File: config.mk
export PLATFORM = sky130hd
export DESIGN_NAME = top_k_size_ranker_core
export DESIGN_NICKNAME = d
export VERILOG_FILES = /design/src/rtl/tksr_pkg.sv /design/src/rtl/tksr_ctrl.sv /design/src/rtl/tksr_datapath.sv /design/src/rtl/top_k_size_ranker_core.sv
export SDC_FILE = /design/constraint.sdc
export NUM_CORES = 2
export LEC_CHECK = 0
export ABC_AREA = 1
export BUFFER_PORTS_ARGS = -buffer_cell sky130_fd_sc_hd__buf_2
export CORE_UTILIZATION = 53
export DETAILED_ROUTE_END_ITERATION = 10
export GPL_TIMING_DRIVEN = 0
export HOLD_SLACK_MARGIN = 0.03
export PLACE_DENSITY = 0.78
export SYNTH_ARGS = -nofsm -noshare
export SYNTH_HDL_FRONTEND = slang
export SYNTH_SLANG_ARGS = --single-unit
export TNS_END_PERCENT = 1
File: constraint.sdc
create_clock -name clk -period 7.42 [get_ports clk]
set_input_delay 0.742 -clock clk [delete_from_list [all_inputs] [get_ports clk]]
set_output_delay 0.742 -clock clk [all_outputs]
set_load 0.02 [all_outputs]
File: src/rtl/tksr_pkg.sv
// ----------------------------------------------------------------------------
// tksr_pkg
// Shared types and constants of the top-k size ranker: list depth, field
// widths, function codes, register map and controller/datapath handshake.
// ----------------------------------------------------------------------------
package tksr_pkg;

	// list depth and derived widths
	localparam int MAX_RANK  = 16;
	localparam int CNT_W     = $clog2(MAX_RANK + 1);
	localparam int IDX_W     = (MAX_RANK > 1) ? $clog2(MAX_RANK) : 1;

	// field widths fixed by the interface
	localparam int SIZE_W    = 32;
	localparam int TAG_W     = 16;
	localparam int RANK_W    = 4;
	localparam int LIMIT_W   = 5;
	localparam int DATA_W    = 32;
	localparam int ADDR_W    = 3;

	localparam logic [LIMIT_W-1:0] RANK_LIMIT_RESET = 5'd10;

	// register map, indexed by word address bit
	localparam logic REG_RANK_LIMIT = 1'b0;

	// function codes of an input beat
	localparam logic FUNC_OFFER = 1'b0;
	localparam logic FUNC_DUMP  = 1'b1;

	typedef enum logic {
		ST_IDLE,
		ST_DUMP
	} tksr_state_t;

	// commands from controller to datapath
	typedef struct packed {
		logic do_offer;
		logic do_dump_start;
		logic do_emit;
	} tksr_cmd_t;

	// status from datapath to controller
	typedef struct packed {
		logic slot_free;
		logic emit_last;
	} tksr_status_t;

endpackage

File: src/rtl/tksr_ctrl.sv
// ----------------------------------------------------------------------------
// tksr_ctrl
// Controller of the ranker: accepts offers and dumps while idle, then
// sequences the dump beats into the output register.
// ----------------------------------------------------------------------------
module tksr_ctrl import tksr_pkg::*; (
	input  logic         clk,
	input  logic         arst_n,
	input  logic         in_valid,
	input  logic         func,
	input  tksr_status_t status,
	output logic         in_stall,
	output tksr_cmd_t    cmd
);

	tksr_state_t state_q;
	tksr_state_t state_d;

	// state register
	always_ff @(posedge clk or negedge arst_n) begin
		if (!arst_n) begin
			state_q <= ST_IDLE;
		end else begin
			state_q <= state_d;
		end
	end

	// next state
	always_comb begin
		state_d = state_q;
		case (state_q)
			ST_IDLE: begin
				if (in_valid && func == FUNC_DUMP) begin
					state_d = ST_DUMP;
				end
			end
			ST_DUMP: begin
				if (status.slot_free && status.emit_last) begin
					state_d = ST_IDLE;
				end
			end
			default: state_d = ST_IDLE;
		endcase
	end

	// command outputs
	always_comb begin
		in_stall          = 1'b1;
		cmd.do_offer      = 1'b0;
		cmd.do_dump_start = 1'b0;
		cmd.do_emit       = 1'b0;
		case (state_q)
			ST_IDLE: begin
				in_stall          = 1'b0;
				cmd.do_offer      = in_valid && func == FUNC_OFFER;
				cmd.do_dump_start = in_valid && func == FUNC_DUMP;
			end
			ST_DUMP: begin
				cmd.do_emit = status.slot_free;
			end
			default: begin
				in_stall = 1'b1;
			end
		endcase
	end

endmodule

File: src/rtl/tksr_datapath.sv
// ----------------------------------------------------------------------------
// tksr_datapath
// Row of size/tag cells with parallel compare-and-shift insertion, entry
// count, dump counters and the output register.
// ----------------------------------------------------------------------------
module tksr_datapath import tksr_pkg::*; (
	input  logic               clk,
	input  logic               arst_n,
	input  tksr_cmd_t          cmd,
	input  logic [LIMIT_W-1:0] rank_limit,
	input  logic [SIZE_W-1:0]  entry_size,
	input  logic [TAG_W-1:0]   entry_tag,
	input  logic               out_stall,
	output tksr_status_t       status,
	output logic               out_valid,
	output logic [RANK_W-1:0]  rank_pos,
	output logic [SIZE_W-1:0]  ranked_size,
	output logic [TAG_W-1:0]   ranked_tag,
	output logic               entry_valid,
	output logic               last_of_dump
);

	logic [SIZE_W-1:0] size_q [MAX_RANK];
	logic [TAG_W-1:0]  tag_q  [MAX_RANK];
	logic [CNT_W-1:0]  count_q;
	logic [CNT_W-1:0]  rem_q;
	logic [IDX_W-1:0]  idx_q;
	logic              out_valid_q;
	logic [RANK_W-1:0] rank_pos_q;
	logic [SIZE_W-1:0] ranked_size_q;
	logic [TAG_W-1:0]  ranked_tag_q;
	logic              entry_valid_q;
	logic              last_q;

	logic [CNT_W-1:0]  lim;
	logic [CNT_W-1:0]  scan;
	logic [CNT_W-1:0]  newn;
	logic [MAX_RANK-1:0] ge;
	logic [MAX_RANK:0]   prior_hit;
	logic [MAX_RANK-1:0] wr_new;
	logic [MAX_RANK-1:0] wr_prev;
	logic              found;
	logic              room;

	// effective limit and scan window
	always_comb begin
		if (int'(rank_limit) > MAX_RANK) begin
			lim = CNT_W'(MAX_RANK);
		end else begin
			lim = CNT_W'(rank_limit);
		end
		scan = (count_q < lim) ? count_q : lim;
		room = count_q < lim;
		newn = room ? count_q + CNT_W'(1) : count_q;
	end

	// per-cell compare and first-match prefix
	always_comb begin
		prior_hit[0] = 1'b0;
		for (int i = 0; i < MAX_RANK; i++) begin
			ge[i]          = (CNT_W'(i) < scan) && (size_q[i] <= entry_size);
			prior_hit[i+1] = prior_hit[i] | ge[i];
		end
		found = prior_hit[MAX_RANK];
		for (int i = 0; i < MAX_RANK; i++) begin
			wr_new[i]  = (ge[i] && !prior_hit[i]) || (!found && room && CNT_W'(i) == count_q);
			wr_prev[i] = prior_hit[i] && (CNT_W'(i) < newn);
		end
	end

	// cell row: insert, shift down on insert, shift up on dump
	always_ff @(posedge clk) begin
		for (int i = 0; i < MAX_RANK; i++) begin
			if (cmd.do_offer) begin
				if (wr_new[i]) begin
					size_q[i] <= entry_size;
					tag_q[i]  <= entry_tag;
				end else if (wr_prev[i] && i > 0) begin
					size_q[i] <= size_q[(i > 0) ? i - 1 : 0];
					tag_q[i]  <= tag_q[(i > 0) ? i - 1 : 0];
				end
			end else if (cmd.do_emit && i < MAX_RANK - 1) begin
				size_q[i] <= size_q[(i < MAX_RANK - 1) ? i + 1 : i];
				tag_q[i]  <= tag_q[(i < MAX_RANK - 1) ? i + 1 : i];
			end
		end
	end

	// entry count and dump counters
	always_ff @(posedge clk or negedge arst_n) begin
		if (!arst_n) begin
			count_q <= '0;
			rem_q   <= '0;
			idx_q   <= '0;
		end else begin
			if (cmd.do_offer && (found || room)) begin
				count_q <= newn;
			end else if (cmd.do_dump_start) begin
				count_q <= '0;
				rem_q   <= count_q;
				idx_q   <= '0;
			end else if (cmd.do_emit && rem_q != '0) begin
				rem_q <= rem_q - CNT_W'(1);
				idx_q <= idx_q + IDX_W'(1);
			end
		end
	end

	// output register valid
	always_ff @(posedge clk or negedge arst_n) begin
		if (!arst_n) begin
			out_valid_q <= 1'b0;
		end else if (cmd.do_emit) begin
			out_valid_q <= 1'b1;
		end else if (!out_stall) begin
			out_valid_q <= 1'b0;
		end
	end

	// output register payload
	always_ff @(posedge clk) begin
		if (cmd.do_emit) begin
			if (rem_q == '0) begin
				rank_pos_q    <= '0;
				ranked_size_q <= '0;
				ranked_tag_q  <= '0;
				entry_valid_q <= 1'b0;
				last_q        <= 1'b1;
			end else begin
				rank_pos_q    <= RANK_W'(idx_q);
				ranked_size_q <= size_q[0];
				ranked_tag_q  <= tag_q[0];
				entry_valid_q <= 1'b1;
				last_q        <= rem_q == CNT_W'(1);
			end
		end
	end

	assign status.slot_free = !out_valid_q || !out_stall;
	assign status.emit_last = rem_q <= CNT_W'(1);

	assign out_valid    = out_valid_q;
	assign rank_pos     = rank_pos_q;
	assign ranked_size  = ranked_size_q;
	assign ranked_tag   = ranked_tag_q;
	assign entry_valid  = entry_valid_q;
	assign last_of_dump = last_q;

endmodule

File: src/rtl/top_k_size_ranker_core.sv
// ----------------------------------------------------------------------------
// top_k_size_ranker_core
// Keeps a descending top-k list of size/tag entries; a dump streams the list
// from largest to smallest and clears it.
// ----------------------------------------------------------------------------
//  channel | handshake            | payload
//  --------+----------------------+----------------------------------------
//  in      | in_valid / in_stall  | func, entry_size, entry_tag
//  out     | out_valid / out_stall| rank_pos, ranked_size, ranked_tag,
//          |                      | entry_valid, last_of_dump
//  cfg     | apb psel/penable     | paddr, pwdata, prdata (rank_limit)
//
// on an offer all cells compare and shift in parallel, so
// offers are accepted back to back.
// a dump is accepted and then yields max(n,1) output beats, one per
// cycle while out_stall is low; input is stalled until the last beat loads.
// the output register lets an offer be accepted while a beat still waits.
// reset clears the entry count and loads rank_limit with 10; cell contents
// are not reset.
// ----------------------------------------------------------------------------
module top_k_size_ranker_core import tksr_pkg::*; (
	input  logic              clk,
	input  logic              arst_n,
	input  logic              psel,
	input  logic              penable,
	input  logic              pwrite,
	input  logic [ADDR_W-1:0] paddr,
	input  logic [DATA_W-1:0] pwdata,
	output logic [DATA_W-1:0] prdata,
	output logic              pready,
	input  logic              in_valid,
	output logic              in_stall,
	input  logic              func,
	input  logic [SIZE_W-1:0] entry_size,
	input  logic [TAG_W-1:0]  entry_tag,
	output logic              out_valid,
	input  logic              out_stall,
	output logic [RANK_W-1:0] rank_pos,
	output logic [SIZE_W-1:0] ranked_size,
	output logic [TAG_W-1:0]  ranked_tag,
	output logic              entry_valid,
	output logic              last_of_dump
);

	logic [LIMIT_W-1:0] rank_limit_q;
	tksr_cmd_t          cmd;
	tksr_status_t       status;

	// configuration register
	always_ff @(posedge clk or negedge arst_n) begin
		if (!arst_n) begin
			rank_limit_q <= RANK_LIMIT_RESET;
		end else if (psel && penable && pwrite && paddr[2] == REG_RANK_LIMIT) begin
			rank_limit_q <= pwdata[LIMIT_W-1:0];
		end
	end

	// register read back
	always_comb begin
		if (paddr[2] == REG_RANK_LIMIT) begin
			prdata = DATA_W'(rank_limit_q);
		end else begin
			prdata = '0;
		end
	end

	assign pready = 1'b1;

	tksr_ctrl u_ctrl (
		.clk      (clk),
		.arst_n   (arst_n),
		.in_valid (in_valid),
		.func     (func),
		.status   (status),
		.in_stall (in_stall),
		.cmd      (cmd)
	);

	tksr_datapath u_datapath (
		.clk          (clk),
		.arst_n       (arst_n),
		.cmd          (cmd),
		.rank_limit   (rank_limit_q),
		.entry_size   (entry_size),
		.entry_tag    (entry_tag),
		.out_stall    (out_stall),
		.status       (status),
		.out_valid    (out_valid),
		.rank_pos     (rank_pos),
		.ranked_size  (ranked_size),
		.ranked_tag   (ranked_tag),
		.entry_valid  (entry_valid),
		.last_of_dump (last_of_dump)
	);

endmodule

==> qor.yml <==
async_flop_share_pct: 2.49
nFillCells: 8522
via_count: 47400
clock_path_buffers: 3
period_share_pct: 84.6
numCtsBuffers: 95
worstPathMaxFanout: 32
drive_above_1_share_pct: 6.69
rows: 115
grt_pass1_wl_um: 258000
yosysUniqueCellTypes: 50
io_pins: 180
vias_per_cell: 6.10
grt_pass1_vias: 44200
drt-total-wl_um: 174000
drv_cap: 0
ys_seq_area_share_pct: 47.4
die_h_um: 319
fin_crit_ns: 6.28
cts.clk_slew.worst_paths_ns: 0.06
criticalPathCategory: "primary input to register"
postRouteAntennaNets: 0
powerDensity_nw_per_um2: 428
cts.htree.levels: 3
dpl_cell_area_um2: 55900
rsz0062_at_grt: "no"
cts_tree: "done"
hold_viol_final: 0
final_area_um2: 58900
die_w_um: 319
antenna_found_initial: 13
setup_violations: 0
regArea_um2: 25200
worstPathArrival_ns: 6.66
fmax_mhz: 159
total_leakage_power_uw: 0.0247
core-area_um2: 98900
grtUsageMet3_pct: 6.56
grt.busiest_layer: "met2"
synth_enable_flop_cells: 822
ys_seq_elements: 843
gp_congestion: 0.964
area_growth_pct: 10.8
drv_slew: 0
vdd_ir_drop_max_mv: 0.256
crit_path_end_kind: "register"
worst_setup_path_start_kind: "primary input"
initial_core_util_pct: 53.8
final_cell_mix: "nand2_1, o21ai_0, edfxtp_1"
dieArea_um2: 102000
final_util_pct: 59.6
port_buffers: 122
drt_iter0_drc: 6504
final_common_cell: "nand2_1"
grt_max_degree: 64
cts_resized: 0
grt_usage_pct: 33.6
finalClockSkew_ns: 0.0331
grtUsageMet2_pct: 51.2
crit_required_ns: 7.80
hp-class: "primary input to register"
status: "finished, final reports clean"
postSynthAreaPerCell_um2: 8.67
numClockSinks: 843
netlist_instances: 6131
drt_pass1_iterations: 7
drc_errors: 0
synth_ff_type: "edfxtp_1"
nets: 7011
grt_use_met1_pct: 46.1
postCtsSetupRepairBufs: 0
synth_area_um2: 53200
slew-limit-headroom_pct: 3.10
grt.overflow.total: 0
root_buffer: "clkbuf_16"
worst_slew_pin_slew_ns: 1.43
multiInputGateArea_um2: 25100
insertion_delay_ns: 0.70
wire_per_inst_um: 22.4
dpl.hpwl_um: 141000
yosys_warnings: 0
-- cell usage after synthesis, types with 6 or more instances --
library cell,count,area share [%]
nor4_1,14,0.16
buf_1,38,0.27
ha_1,524,12
o21ai_1,124,1.2
a21oi_1,381,3.6
dfrtp_1,19,0.89
inv_1,356,2.5
clkbuf_1,283,2.0
buf_2,40,0.38
inv_2,6,0.042
buf_4,32,0.45
nand3_1,51,0.48
nand4_1,66,0.78
edfxtp_1,822,46
a211oi_1,8,0.11
nor3_1,15,0.14
o21ai_0,1384,13
o21a_1,15,0.21
nor2_1,191,1.3
a31oi_1,7,0.082
o221ai_1,9,0.15
o211ai_1,58,0.82
nand2_2,7,0.082
nand2_1,1619,11
-- critical path: stages --
cell	delay, ns
buf_2	0.30
inv_1	0.23
clkbuf_2	0.51
ha_1	0.49
nand2_1	0.08
nor2_1	0.27
nand4_1	0.22
nor4_1	0.72
nand2_1	0.11
nand2_1	0.09
nand2_1	0.09
nand2_1	0.15
nand4_4	0.16
nor2_4	0.19
nand4_4	0.13
nor2_4	0.15
nand4_2	0.17
nor2_4	0.27
buf_2	0.24
nand4_1	0.20
nand2_1	0.13
nand2_1	0.21
nand3_2	0.46
buf_12	0.27
-- stage by stage --
stage	setup WS (ns)	hold WS [ns]	power (uW)	setup TNS (ns)	cells
6_report	1.14	0.312	25200	0	7777
5_1_grt	0.883	0.303	26700	0	7759
4_1_cts	0.976	0.288	24900	0	7757
3_5_place_dp	0.267	0.511	20300	0	7585
3_3_place_gp	-2.30	0.497	19700	-984.59	7566
2_1_floorplan	1.27	0.446	16700	0	6157
-- timing repair --
action	4_1_cts	5_1_grt
hold buffers	1	0
endpoints found under the hold margin	5	0
endpoints found under the setup margin	0	0
-- area by class of cell --
cell class	count	area share (%)
Timing Repair Buffer	142	1.67
Buffer	398	2.96
Sequential cell	843	42.8
Antenna cell	20	0.0850
Tap cell	1287	2.73
Multi-Input combinational cell	4553	42.6
Clock inverter	51	0.608
Inverter	363	2.31
Clock buffer	120	4.27
-- cell families (layout without fill, tap and decap cells) --
logic type	Yosys count	in the layout	share of synthesized area (%)
AND/OR/NAND/NOR	1986	1986	14.9
other	2	48	0.0141
XOR/XNOR	4	4	0.0659
buffers and inverters	761	1074	5.76
adder cells (fa/ha/maj)	524	524	12.3
AO/OA/AOI/OAI	2011	2011	19.5
flip-flops	843	843	47.4
-- state kept, by name, summed over array words and instances, names as in the netlist, 4 cells and up --
signal,cells
u_datapath.ranked_tag,16
u_datapath.ranked_size,32
u_datapath.rem_q,5
u_datapath.count_q,5
u_datapath.tag_q,256
u_datapath.idx_q,4
u_datapath.rank_pos,4
u_datapath.size_q,512
rank_limit_q,5
-- per-layer routing --
metal,wire length (um),up-vias,share of wire (%)
li1,-,22200,-
met1,69400,22100,40
met2,74700,2724,43
met3,21200,395,12
met4,8710,2,5.0
met5,14,-,0.0080
-- final timing paths --
kind,start,endpoint,slack (ns),cells past startpoint
max in group asynchronous,arst_n,rank_limit_q[3],6.50,2
worst min register to register,rank_limit_q[1],rank_limit_q[1],0.52,2
worst max register to register,u_datapath.out_valid,u_datapath.size_q[0][29],1.86,8
worst max-delay path,entry_size[30],u_datapath.size_q[14][23],1.14,24
worst min-delay path,pwdata[0],rank_limit_q[0],0.31,3
min in group asynchronous,arst_n,rank_limit_q[0],0.57,2
-- where the power goes --
| part | internal, uW | total (uW) | switching (uW) |
|---|---|---|---|
| Combinational | 3090 | 10100 | 6990 |
| Clock | 2520 | 4530 | 2010 |
| Sequential | 8900 | 10600 | 1700 |
Power figures use the tool's default switching activity.
